===== config.mk =====
export PLATFORM = sky130hd
export DESIGN_NAME = psd_queue
export DESIGN_NICKNAME = d
export VERILOG_FILES = /design/src/hdl/psd_pkg.sv /design/src/hdl/psd_queue.sv
export SDC_FILE = /design/constraint.sdc
export NUM_CORES = 1
export LEC_CHECK = 0
export ABC_AREA = 1
export BUFFER_PORTS_ARGS = -buffer_cell sky130_fd_sc_hd__buf_2
export CELL_PAD_IN_SITES_DETAIL_PLACEMENT = 2
export CELL_PAD_IN_SITES_GLOBAL_PLACEMENT = 2
export CORE_UTILIZATION = 40
export CTS_CLUSTER_DIAMETER = 30
export CTS_CLUSTER_SIZE = 20
export DETAILED_ROUTE_END_ITERATION = 10
export GPL_TIMING_DRIVEN = 1
export PLACE_DENSITY = 0.79
export SLEW_MARGIN = 20
export SYNTH_ARGS = -nofsm -noshare
export SYNTH_HDL_FRONTEND = slang
export SYNTH_SLANG_ARGS = --single-unit

===== constraint.sdc =====
create_clock -name i_clk -period 6.8 [get_ports i_clk]
set_input_delay 2.04 -clock i_clk [delete_from_list [all_inputs] [get_ports i_clk]]
set_output_delay 2.04 -clock i_clk [all_outputs]
set_load 0.1 [all_outputs]

===== src/hdl/psd_pkg.sv =====
// ----------------------------------------------------------------------------
// psd_pkg
// Shared widths, codes and types of the polyline signed distance core.
// ----------------------------------------------------------------------------
package psd_pkg;

    localparam int unsigned MAX_VERTICES = 1024;
    localparam int unsigned VIDX_W       = 10;
    localparam int unsigned CNT_W        = 11;
    localparam int unsigned COORD_W      = 32;
    localparam int unsigned VERT_W       = 2 * COORD_W;

    localparam int unsigned DIFF_W       = COORD_W + 1;
    localparam int unsigned MAG_W        = COORD_W;
    localparam int unsigned PROD_W       = 2 * MAG_W;
    localparam int unsigned SUM_W        = PROD_W + 2;
    localparam int unsigned LEN_W        = PROD_W + 1;
    localparam int unsigned CMAG_W       = PROD_W + 1;
    localparam int unsigned C2_W         = 2 * CMAG_W;
    localparam int unsigned SQ_CNT_W     = $clog2(CMAG_W);
    localparam int unsigned MUL_STEPS    = 8;
    localparam int unsigned STEP_W       = $clog2(MUL_STEPS + 1);

    localparam int unsigned ROOT_BITS    = 31;
    localparam int unsigned LS_W         = LEN_W + 2 * (ROOT_BITS - 1);
    localparam int unsigned BS_W         = LEN_W + 2 * ROOT_BITS + 1;
    localparam int unsigned S_W          = BS_W + 1;
    localparam int unsigned T_W          = C2_W + 1;

    localparam int unsigned DIST_W       = 32;
    localparam logic [DIST_W-1:0] DIST_MAX = 32'h7FFF_FFFF;

    // fifo depth must be a power of two
    localparam int unsigned FIFO_DEPTH   = 4;
    localparam int unsigned FIFO_AW      = $clog2(FIFO_DEPTH);

    localparam int unsigned APB_AW       = 3;
    localparam int unsigned APB_DW       = 32;
    localparam logic        REG_VERTEX_COUNT = 1'b0;

    localparam logic        OP_QUERY     = 1'b1;

    typedef enum logic {
        KIND_WRITE = 1'b0,
        KIND_QUERY = 1'b1
    } t_kind;

    typedef struct packed {
        t_kind                      kind;
        logic [VIDX_W-1:0]          vidx;
        logic signed [COORD_W-1:0]  x;
        logic signed [COORD_W-1:0]  y;
    } t_cmd;

    typedef struct packed {
        logic signed [DIST_W-1:0]   sdist;
        logic                       found;
        logic [VIDX_W-1:0]          seg;
        logic                       on_track;
    } t_result;

endpackage


===== src/hdl/psd_queue.sv =====
// ----------------------------------------------------------------------------
// psd_queue
// Short command fifo between the input stage and the execution engine.
// ----------------------------------------------------------------------------
module psd_queue (
    input  logic          i_clk,
    input  logic          i_rst_n,
    input  logic          i_push,
    input  psd_pkg::t_cmd i_data,
    output logic          o_full,
    input  logic          i_pop,
    output logic          o_empty,
    output psd_pkg::t_cmd o_data
);

    psd_pkg::t_cmd                r_slot [psd_pkg::FIFO_DEPTH];
    logic [psd_pkg::FIFO_AW-1:0]  r_wp;
    logic [psd_pkg::FIFO_AW-1:0]  r_rp;
    logic [psd_pkg::FIFO_AW:0]    r_cnt;
    logic                         w_push;
    logic                         w_pop;

    assign o_full  = (r_cnt == (psd_pkg::FIFO_AW+1)'(psd_pkg::FIFO_DEPTH));
    assign o_empty = (r_cnt == '0);
    assign w_push  = i_push && !o_full;
    assign w_pop   = i_pop && !o_empty;
    assign o_data  = r_slot[r_rp];

    always_ff @(posedge i_clk) begin
        if (!i_rst_n) begin
            r_wp  <= '0;
            r_rp  <= '0;
            r_cnt <= '0;
        end else begin
            if (w_push) begin
                r_wp <= r_wp + 1'b1;
            end
            if (w_pop) begin
                r_rp <= r_rp + 1'b1;
            end
            if (w_push && !w_pop) begin
                r_cnt <= r_cnt + 1'b1;
            end else if (w_pop && !w_push) begin
                r_cnt <= r_cnt - 1'b1;
            end
        end
    end

    always_ff @(posedge i_clk) begin
        if (w_push) begin
            r_slot[r_wp] <= i_data;
        end
    end

endmodule


==> flow_metrics.tcl <==
set metrics [dict create \
    status "completed" \
    syn_area_um2 12200 \
    clkTransAtPathRegs_ns 0.05 \
    grt_pass1_vias 8666 \
    cts.path.max_buffers 3 \
    postSynthCellCount 795 \
    ant_nets 0 \
    crit_path_end "o_data[23]" \
    crit_type "flip-flop to primary output" \
    fin_crit_sh_pct 82.5 \
    drive_above_1_share_pct 35.7 \
    cp_max_fo 58 \
    holdBufCountCts 0 \
    num_io_pins 156 \
    p_leak_nw 5.56 \
    crit_chain "buf_4 > buf_4 > o21ai_0 > o22ai_2 > buf_2" \
    antenna_found_initial 5 \
    initial_core_util_pct 40.9 \
    ys_warn_count 0 \
    netlist-cell-type-count 25 \
    hp-class "flip-flop to flip-flop" \
    tightest_slew_ns 1.01 \
    synth-async-reset-ratio_pct 0 \
    rr_endpoint "r_slot[3][22]$_DFFE_PP_" \
    cts_tree "yes" \
    fp.coreArea_um2 29900 \
    min_period_ns 5.61 \
    final_common_cell "edfxtp_1" \
    setup_viol 0 \
    drv_slew 0 \
    fp.dieW_um 177 \
    die_area_um2 31200 \
    critPathMaxStageDelay_ns 0.67 \
    clock_latency_ns 0.55 \
    grt_first_pass_wirelength_mm 53.3 \
    worstPathRequired_ns 4.76 \
    startpoint_type "flip-flop" \
    dp.cells 1306 \
    first_pass_iters 5 \
    drtIter0Drc 465 \
    grt_max_degree 103 \
    reg2reg_slack_ns 4.47 \
    nets 1074 \
    hold_viol 0 \
    ir_worst_vdd_uv 252 \
    root_buffer "clkbuf_16" \
    layout_common_cells "300 x edfxtp_1, 155 x buf_2, 126 x o21ai_0" \
    grt_util_all_layers_pct 23.2 \
    syn_to_final_growth_pct 28.4 \
    rsz0062_at_grt "false" \
    wl_mm 35.9 \
    numCtsBuffers 71 \
    num_vias 7629 \
    cts_sinks 309 \
    fillers 2774 \
    cap_violations 0 \
    crit_slowest_cell "dfxtp_4" \
    dieHeight_um 177 \
    synth-main-ff-cell "edfxtp_1" \
    drc 0 \
    dp_hpwl_mm 19.2 \
    fin_skew_ns 0.0260 \
    fin_tns_setup_ns 0 \
    r2r_cells 5 \
    row_count 63 \
    syn_avg_cell_area_um2 15.4 \
    synth_edf_count 300 \
    ys_ff_latch 309 \
    rr_startpoint "r_cnt[0]$_SDFFE_PN0P_" \
    grt-ovfl-total 0 \
    fmax_ghz 0.178 \
    cpMostUsedCell "buf_4" \
    viasPerCell 5.32 \
    wl_per_cell_um 25.0 \
    cts_setup_buffers 0 \
    ys_seq_area_share_pct 75.2 \
    gp_congestion 0.690 \
    cp_data_arrival_time_ns 3.57 \
    ctsResizeCount 0 \
    htreeDepth 3 \
    critPathCaptureType "primary output" \
    power_per_cell_area_nw_per_um2 562 \
    port_buffers 155 \
    total_power_mw 8.81 \
    finalNonFillerCells 1435 \
    slew_headroom_pct 32.5 \
    synth.net_count 880 \
]
[cells in the mapped netlist (5+ instances only)]
| cell type | instances | area (µm²) |
|---|---|---|
| o21ai_0 | 126 | 631 |
| inv_1 | 15 | 56.3 |
| buf_6 | 6 | 67.6 |
| clkbuf_1 | 20 | 75.1 |
| buf_12 | 5 | 100 |
| dfxtp_1 | 9 | 180 |
| ha_1 | 5 | 62.6 |
| nor2_2 | 5 | 31.3 |
| o21ai_1 | 20 | 100 |
| nor2_1 | 119 | 447 |
| o22ai_2 | 40 | 500 |
| o22ai_1 | 35 | 219 |
| nor2_4 | 40 | 450 |
| nand2_1 | 15 | 56.3 |
| edfxtp_1 | 300 | 9010 |
| buf_2 | 16 | 80.1 |
| o21ai_2 | 5 | 43.8 |
[power breakdown]
group          internal, mW  leakage (nW)  switching [mW]
clock                  2.34          1.16            1.08
combinational         0.445          1.58            2.52
sequential             2.33          2.82           0.101
[logic make-up (layout without fill, tap and decap cells)]
logic type	count (synthesis)	after routing	share of synthesized area, %
AO/OA/AOI/OAI	229	229	12.4
XOR/XNOR	1	1	0.0717
adder cells (fa/ha/maj)	6	6	0.676
buffers and inverters	66	311	3.36
flip-flops	309	309	75.2
other	0	5	0
AND/OR/NAND/NOR	184	184	8.29
[metrics by stage]
| stage | worst slack, ns | hold slack (ns) | cell area (µm²) | util, % |
|---|---|---|---|---|
| 2_1_floorplan | 0.995 | 0.465 | 12200 | - |
| 3_5_place_dp | 1.85 | 0.499 | 13300 | 44.5 |
| 3_3_place_gp | 1.97 | 0.493 | 13300 | 44.5 |
| 4_1_cts | 1.18 | 0.518 | 15700 | 52.5 |
| 5_1_grt | 1.06 | 0.548 | 15700 | 52.5 |
| 6_report | 1.19 | 0.518 | 15700 | 52.5 |
[worst min path at each step]
stage	start	endpoint	cells after the start
2_1_floorplan	r_rp[1]$_SDFFE_PN0P_	flip-flop	2
3_3_place_gp	r_rp[1]$_SDFFE_PN0P_	flip-flop	2
3_5_place_dp	r_rp[1]$_SDFFE_PN0P_	flip-flop	2
4_1_cts	r_rp[1]$_SDFFE_PN0P_	flip-flop	2
5_1_grt	r_rp[1]$_SDFFE_PN0P_	flip-flop	2
6_report	r_rp[1]$_SDFFE_PN0P_	flip-flop	2
[area by class of cell]
cell class	count	area [µm²]	area share (%)
inverter	18	75.1	0.479
tap	390	488	3.11
clock buffer	84	1880	12.0
antenna	5	12.5	0.0798
timing repair buffer	169	881	5.62
clock inverter	40	514	3.28
multi-input combinational	420	2640	16.8
sequential	309	9190	58.6
[flip-flops by register name, summed over array words and instances, names as in the netlist, named ones only]
signal and cells:
r_cnt 3, r_rp 2, r_slot 300, r_wp 2
[worst max-delay path, delay by kind of cell, from the launching register on]
| family | cells | cell delay (ns) |
|---|---|---|
| flip-flops | 1 | 0.67 |
| AO/OA/AOI/OAI | 2 | 0.59 |
| buffers and inverters | 3 | 1.64 |
[layer usage]
layer | vias to the layer above | GRT usage, % | wire (µm)
met5 | - | 0 | 10
met4 | 2 | 10.4 | 1110
met3 | 81 | 4.70 | 1460
met2 | 217 | 40.9 | 19200
met1 | 3934 | 27.1 | 14200
li1 | 3395 | - | -
Power figures use the tool's default switching activity.
