### src/hdl/psd_pkg.sv
// ----------------------------------------------------------------------------
// psd_pkg
// Shared widths, codes and types of the polyline signed distance core.
// ----------------------------------------------------------------------------
package psd_pkg;

    localparam int unsigned MAX_VERTICES = 1024;
    localparam int unsigned VIDX_W       = 10;
    localparam int unsigned CNT_W        = 11;
    localparam int unsigned COORD_W      = 32;
    localparam int unsigned VERT_W       = 2 * COORD_W;

    localparam int unsigned DIFF_W       = COORD_W + 1;
    localparam int unsigned MAG_W        = COORD_W;
    localparam int unsigned PROD_W       = 2 * MAG_W;
    localparam int unsigned SUM_W        = PROD_W + 2;
    localparam int unsigned LEN_W        = PROD_W + 1;
    localparam int unsigned CMAG_W       = PROD_W + 1;
    localparam int unsigned C2_W         = 2 * CMAG_W;
    localparam int unsigned SQ_CNT_W     = $clog2(CMAG_W);
    localparam int unsigned MUL_STEPS    = 8;
    localparam int unsigned STEP_W       = $clog2(MUL_STEPS + 1);

    localparam int unsigned ROOT_BITS    = 31;
    localparam int unsigned LS_W         = LEN_W + 2 * (ROOT_BITS - 1);
    localparam int unsigned BS_W         = LEN_W + 2 * ROOT_BITS + 1;
    localparam int unsigned S_W          = BS_W + 1;
    localparam int unsigned T_W          = C2_W + 1;

    localparam int unsigned DIST_W       = 32;
    localparam logic [DIST_W-1:0] DIST_MAX = 32'h7FFF_FFFF;

    // fifo depth must be a power of two
    localparam int unsigned FIFO_DEPTH   = 4;
    localparam int unsigned FIFO_AW      = $clog2(FIFO_DEPTH);

    localparam int unsigned APB_AW       = 3;
    localparam int unsigned APB_DW       = 32;
    localparam logic        REG_VERTEX_COUNT = 1'b0;

    localparam logic        OP_QUERY     = 1'b1;

    typedef enum logic {
        KIND_WRITE = 1'b0,
        KIND_QUERY = 1'b1
    } t_kind;

    typedef struct packed {
        t_kind                      kind;
        logic [VIDX_W-1:0]          vidx;
        logic signed [COORD_W-1:0]  x;
        logic signed [COORD_W-1:0]  y;
    } t_cmd;

    typedef struct packed {
        logic signed [DIST_W-1:0]   sdist;
        logic                       found;
        logic [VIDX_W-1:0]          seg;
        logic                       on_track;
    } t_result;

endpackage

### src/hdl/psd_front.sv
// ----------------------------------------------------------------------------
// psd_front
// Input stage: takes one beat, decodes it into a write or query command.
// ----------------------------------------------------------------------------
module psd_front (
    input  logic                                i_clk,
    input  logic                                i_rst_n,
    input  logic                                i_push,
    output logic                                o_full,
    input  logic                                i_opcode,
    input  logic [psd_pkg::VIDX_W-1:0]          i_vertex_index,
    input  logic signed [psd_pkg::COORD_W-1:0]  i_coord_x,
    input  logic signed [psd_pkg::COORD_W-1:0]  i_coord_y,
    output logic                                o_q_push,
    output psd_pkg::t_cmd                       o_q_data,
    input  logic                                i_q_full
);

    logic          r_valid;
    logic          n_valid;
    psd_pkg::t_cmd r_cmd;
    psd_pkg::t_cmd n_cmd;
    logic          w_accept;

    assign o_full   = r_valid && i_q_full;
    assign w_accept = i_push && !o_full;
    assign n_valid  = w_accept || (r_valid && i_q_full);

    always_comb begin
        n_cmd.kind = (i_opcode == psd_pkg::OP_QUERY) ? psd_pkg::KIND_QUERY
                                                      : psd_pkg::KIND_WRITE;
        n_cmd.vidx = i_vertex_index;
        n_cmd.x    = i_coord_x;
        n_cmd.y    = i_coord_y;
    end

    always_ff @(posedge i_clk) begin
        if (!i_rst_n) begin
            r_valid <= 1'b0;
        end else begin
            r_valid <= n_valid;
        end
    end

    always_ff @(posedge i_clk) begin
        if (w_accept) begin
            r_cmd <= n_cmd;
        end
    end

    assign o_q_push = r_valid && !i_q_full;
    assign o_q_data = r_cmd;

endmodule

### config.mk
export PLATFORM = sky130hd
export DESIGN_NAME = psd_front
export DESIGN_NICKNAME = d
export VERILOG_FILES = /design/src/hdl/psd_pkg.sv /design/src/hdl/psd_front.sv
export SDC_FILE = /design/constraint.sdc
export NUM_CORES = 1
export LEC_CHECK = 0
export ABC_AREA = 1
export BUFFER_PORTS_ARGS = -buffer_cell sky130_fd_sc_hd__clkbuf_2
export CORE_UTILIZATION = 40
export CTS_BUF_LIST = sky130_fd_sc_hd__clkbuf_8
export CTS_CLUSTER_DIAMETER = 200
export CTS_CLUSTER_SIZE = 30
export DETAILED_ROUTE_END_ITERATION = 16
export PLACE_DENSITY = 0.88
export SYNTH_ARGS = -nofsm -noshare
export SYNTH_HDL_FRONTEND = slang
export SYNTH_SLANG_ARGS = --single-unit
### constraint.sdc
create_clock -name i_clk -period 4.78 [get_ports i_clk]
set_input_delay 0.478 -clock i_clk [delete_from_list [all_inputs] [get_ports i_clk]]
set_output_delay 0.478 -clock i_clk [all_outputs]
set_load 0.05 [all_outputs]
==> qor.txt, run 1 <==
layout net count = 330
Core Rows = 27
CP bufs+invs = 2
GRT Resource Usage Total = 15.5%
fmax = 468 MHz
kind of critical path = register to register
Core Util, Final = 60.6%
H-tree depth = 3
Top-Level Pins = 156
final setup TNS = 0 ns
slowest CP cell = nor2_4
Post-synth EDFFs = 75
final period demand of the worst path = 2.14 ns
Gate power share = 15.4%
die area = 6080 um^2
vias = 1408
CTS Buf Count = 9
number of max-cap violations = 0
Distinct cells, synth = 7
post-DP HPWL = 3630 um
clock sink count = 76
initial drt markers = 69
Final Hold Violating Endpoints = 0
post-synthesis sequential area ratio = 98.4%
Yosys top cell by area = edfxtp_1
CTS Root Buffer Type = clkbuf_8
P&R area growth vs syn = 45.3%
Peak VDD IR = 0.252 mV
power density of the placed cells = 419 nW/um^2
Reg-to-Reg Start = r_valid
share of power burned in registers = 56.1%
Synth top cells by count = edfxtp_1, inv_1, nor2_1
Min-Delay Startpoint = i_coord_y[18]
core area = 5540 um^2
Slew Limit Fails = 0
Clk pwr share = 28.4%
RSZ-0062 raised after global routing = false
dpl cell area = 3190 um^2
Detail Route Antenna Nets = 0
Die H = 78.0 um
mapped cell area = 2310 um^2
post_cts resized = 0
Top FF cell, synth = edfxtp_1
top cells by area, synth = edfxtp_1, dfxtp_1, inv_1
Hold Crit Class = input pin to register
Worst Max-Slew Pin Slew = 0.979 ns
P_leak = 1.49 nW
Compound-Gate Fraction of Synth Area = 0.379%
Post-CTS Hold Fix Bufs = 0
worst path required time = 4.74 ns
Pint = 0.00101 W
antenna violations before repair = 0
CTS tree = yes
Worst path top cell family by delay = simple AND/OR/NAND/NOR gates
crit start category = register
Synth top area share = 97.5%
post-DR vias/cell = 4.31
Post-Synth Adder-Cell Area = 0%
setup repair bufs after CTS = 0
gr ovfl total = 0
die width = 78.0 um
Post-Syn Nets = 163
Mapped Cells = 84
layout cell share with drive strength beyond 1 = 68.6%
status = completed
Syn. warnings = 0
Routed WL per cell = 14.3 um
final setup violation count = 0
Rel. slew slack = 34.6%
PortBufs = 155
cells along the critical path = nand2_2 > inv_2 > nor2_4 > buf_4
multiplexer area fraction after synthesis = 0%
Initial Util = 41.7%
register clock-pin slew on the reported worst setup and hold paths = 0.08 ns
DRC Markers = 0
crit path launch = r_valid
CP Capture Type = register
fin crit share = 44.7%
Synth Area in XOR/XNOR = 0%
vias in the first global route = 1397
Clock Skew = 0.00855 ns
GP Congestion = 0.708
final WL = 4670 um
Mean Syn Cell Area = 27.5 um^2
clk_lat worst skew = 0.32 ns
Yosys reg bits = 76
Antenna diodes = 0
count leader, synth = edfxtp_1
largest family of logic cells by synthesized area = buffers and inverters
Synth async-reset ratio = 0%
simple-gate share of the synthesized area = 0.596%
CP Max Fanout = 39
design area = 3360 um^2
Sw Share = 28.1%
Worst path max stage delay = 0.73 ns
clk buf depth = 2
Psw = 0.000396 W
largest net degree at the start of global routing = 40
first-pass GRT wire length = 6560 um
WP data arrival = 2.10 ns
first-pass detailed-route iteration total = 6
==> metal layers <==
| layer | up-vias | share of wire (%) | routed length, um | track usage, % |
|---|---|---|---|---|
| met1 | 646 | 33 | 1560 | 14.6 |
| met5 | - | 0 | 0 | 0 |
| met2 | 93 | 54 | 2540 | 27.8 |
| li1 | 663 | - | - | - |
| met3 | 6 | 11 | 518 | 7.53 |
| met4 | 0 | 1.3 | 59 | 7.41 |
==> registers in the layout, summed over array words and instances, names as in the netlist <==
signal and cells:
o_q_data 75, r_valid 1
==> placed cells by master (no fill, tap or decap) <==
| cell type | count |
|---|---|
| clkbuf_2 | 155 |
| edfxtp_1 | 75 |
| clkbuf_8 | 9 |
| inv_1 | 3 |
| clkinv_2 | 2 |
| clkinv_4 | 2 |
| clkinvlp_4 | 2 |
| nand2_2 | 1 |
| inv_2 | 1 |
| nor2_4 | 1 |
| nor2_1 | 1 |
| a21oi_2 | 1 |
| buf_4 | 1 |
| dfxtp_1 | 1 |
==> stage by stage <==
| stage | worst slack (ns) | total power [W] | cells | hold slack (ns) |
|---|---|---|---|---|
| 5_1_grt | 2.49 | 0.00146 | 327 | 0.296 |
| 6_report | 2.64 | 0.00141 | 327 | 0.319 |
| 3_3_place_gp | 2.45 | 0.00102 | 312 | 0.462 |
| 3_5_place_dp | 2.37 | 0.00102 | 312 | 0.475 |
| 2_1_floorplan | 0.441 | 0.000955 | 84 | 0.457 |
| 4_1_cts | 2.65 | 0.00142 | 327 | 0.302 |
==> power by group through the flow <==
stage / Clock [W] / Sequential, W / Combinational (W)
final: 0.000400 / 0.000789 / 0.000217
after global routing: 0.000439 / 0.000792 / 0.000226
after CTS: 0.000411 / 0.000790 / 0.000219
after detailed placement: 0 / 0.000804 / 0.000219
after global placement: 0 / 0.000803 / 0.000216
after floorplan: 0 / 0.000939 / 0.0000162
==> logic make-up (layout without fill, tap and decap cells) <==
kind of cell    count (synthesis)  count (layout)
buf+inv                         4             175
compound gates                  1               1
simple gates                    3               3
flops                          76              76
==> cell type report <==
class,instances,area [um^2]
clock buffer,9,124
clock inverter,6,42.5
fill,439,2180
inverter,4,15.0
multi-input combinational,4,30.0
sequential,76,2270
tap,72,90.1
timing repair buffer,156,783
==> worst paths after layout <==
path                                endpoint  slack, ns  cells past startpoint
worst min-delay path            o_q_data[18]       0.32                      1
worst max register to register  o_q_data[62]       2.64                      4
worst max-delay path            o_q_data[62]       2.64                      4
worst min register to register       r_valid       0.48                      2
Note: power is estimated with default switching activity, not from simulation.
==> inputs of run 2 (changes only) <==
==> constraint.sdc (replaced) <==
create_clock -name i_clk -period 2.2 [get_ports i_clk]
set_input_delay 0.22 -clock i_clk [delete_from_list [all_inputs] [get_ports i_clk]]
set_output_delay 0.22 -clock i_clk [all_outputs]
set_load 0.05 [all_outputs]
==> run 2 against run 1 <==
Non-clock buffer count increased by 1; design area up 1.4%; clock skew is 0.0020 ns lower; setup slack got worse by 1.8 ns; sequential power increased by 120%; count of clock-buffer cells in the layout unchanged; flip-flop and latch count unchanged; register-to-register slack worse by 1.8 ns; die area unchanged; via count is 0.85% higher; global-route usage grew 0.35 points; sequential share of layout area decreased by 0.92 points.
==> qor.txt, run 2 (synthesis results as in run 1) <==
Inst Count DP = 313
PnR Total Power = 0.00327 W
Pint = 0.00242 W
CP bufs+invs = 2
Fill cells = 427
Top-Level Pins = 156
Reg area = 2270 um^2
Worst Max-Slew Pin Slew = 0.479 ns
layout cell share with drive strength beyond 1 = 68.4%
clk_lat worst skew = 0.33 ns
post_cts resized = 0
Reg-to-Reg Start = r_valid
fmax = 756 MHz
WP data arrival = 1.30 ns
CP Capture Type = register
CTS Buf Count = 9
H-tree depth = 3
vias in the first global route = 1485
Min-Delay Startpoint = i_coord_y[31]
PortBufs = 155
hold depth = 1
GRT Resource Usage Total = 15.8%
dpl cell area = 3200 um^2
register clock-pin slew on the reported worst setup and hold paths = 0.07 ns
Psw = 0.000850 W
core area = 5540 um^2
Clock Skew = 0.00653 ns
design area = 3400 um^2
Clk pwr share = 33.1%
Worst path max stage delay = 0.42 ns
Hold Slack = 0.0594 ns
kind of critical path = register to register
status = completed
Peak VDD IR = 0.550 mV
Hold Crit Class = input pin to register
initial drt markers = 71
post-DR vias/cell = 4.33
P&R area growth vs syn = 47.3%
share of power burned in registers = 52.4%
area of the multi-input gates = 30.0 um^2
Gate power share = 14.5%
slowest CP cell = buf_4
layout net count = 331
FF-to-FF End = o_q_data[49]
Slew Limit Fails = 0
Antenna diodes = 0
reg2reg setup slack = 0.88 ns
Hold EP = o_q_data[31]
Reg2Reg Depth = 4
clk buf depth = 2
Non-Filler Instances = 328
most common cell after layout, fill and taps aside = clkbuf_2
crit start category = register
Routed WL per cell = 13.8 um
Post-CTS Hold Fix Bufs = 0
worst path required time = 2.17 ns
antenna violations before repair = 0
CP Max Fanout = 39
vias = 1420
largest net degree at the start of global routing = 40
leading cell types in the layout, fill and taps excluded = clkbuf_2, edfxtp_1, clkbuf_8, inv_1
CTS tree = yes
Die H = 78.0 um
DRC Markers = 0
Initial Util = 41.7%
Rel. slew slack = 68.1%
Sw Share = 26.0%
final period demand of the worst path = 1.32 ns
RSZ-0062 raised after global routing = false
clock sink count = 76
Final Hold Violating Endpoints = 0
die width = 78.0 um
Worst path top cell family by delay = buffers and inverters
Detail Route Antenna Nets = 0
Core Rows = 27
setup repair bufs after CTS = 0
gr ovfl total = 0
final WL = 4530 um
P_leak = 1.52 nW
first-pass detailed-route iteration total = 4
fin crit share = 60.1%
power density of the placed cells = 961 nW/um^2
number of max-cap violations = 0
CTS Root Buffer Type = clkbuf_8
first-pass GRT wire length = 6830 um
final setup violation count = 0
die area = 6080 um^2
post-DP HPWL = 3460 um
GP Congestion = 0.722
cells along the critical path = nand2_2 > inv_2 > nor2_4 > buf_4
max reg flops = 75
final setup TNS = 0 ns
## run 2: metrics by stage
step	setup slack, ns	utilization (%)
after floorplan	0.151	-
after CTS	0.864	61.4
after global placement	0.908	57.7
after detailed placement	0.847	57.7
after global routing	0.789	61.4
final	0.877	61.4
## run 2: power by group through the flow
stage,sequential (W),combinational (W),clock [W]
after global placement,0.00174,0.000472,0
final,0.00171,0.000475,0.00108
after floorplan,0.00203,0.0000369,0
after CTS,0.00171,0.000479,0.00111
after global routing,0.00172,0.000496,0.00116
after detailed placement,0.00175,0.000479,0
## run 2: worst max-delay path by stage
stage / start / endpoint / slack, ns / cells past startpoint
floorplan: r_valid / o_q_data[0] / 0.15 / 3
global placement: i_q_full / o_q_data[74] / 0.91 / 5
detailed placement: i_q_full / o_q_data[74] / 0.85 / 5
CTS: r_valid / o_full / 0.86 / 3
global route: r_valid / o_q_data[73] / 0.79 / 4
finish: r_valid / o_q_data[49] / 0.88 / 4
## run 2: final cells by class
cell class / instances / share of cell area (%)
Clock buffer: 9 / 3.64
Clock inverter: 6 / 2.39
Inverter: 4 / 0.441
Multi-Input combinational cell: 4 / 0.882
Sequential cell: 76 / 66.8
Tap cell: 72 / 2.65
Timing Repair Buffer: 157 / 23.2
## run 2: metal layers
layer | vias up | GRT usage, % | part of all wire (%)
li1 | 665 | - | -
met1 | 642 | 16.5 | 37
met2 | 103 | 25.8 | 48
met3 | 10 | 7.06 | 12
met4 | 0 | 10.6 | 2.3
met5 | - | 0 | 0
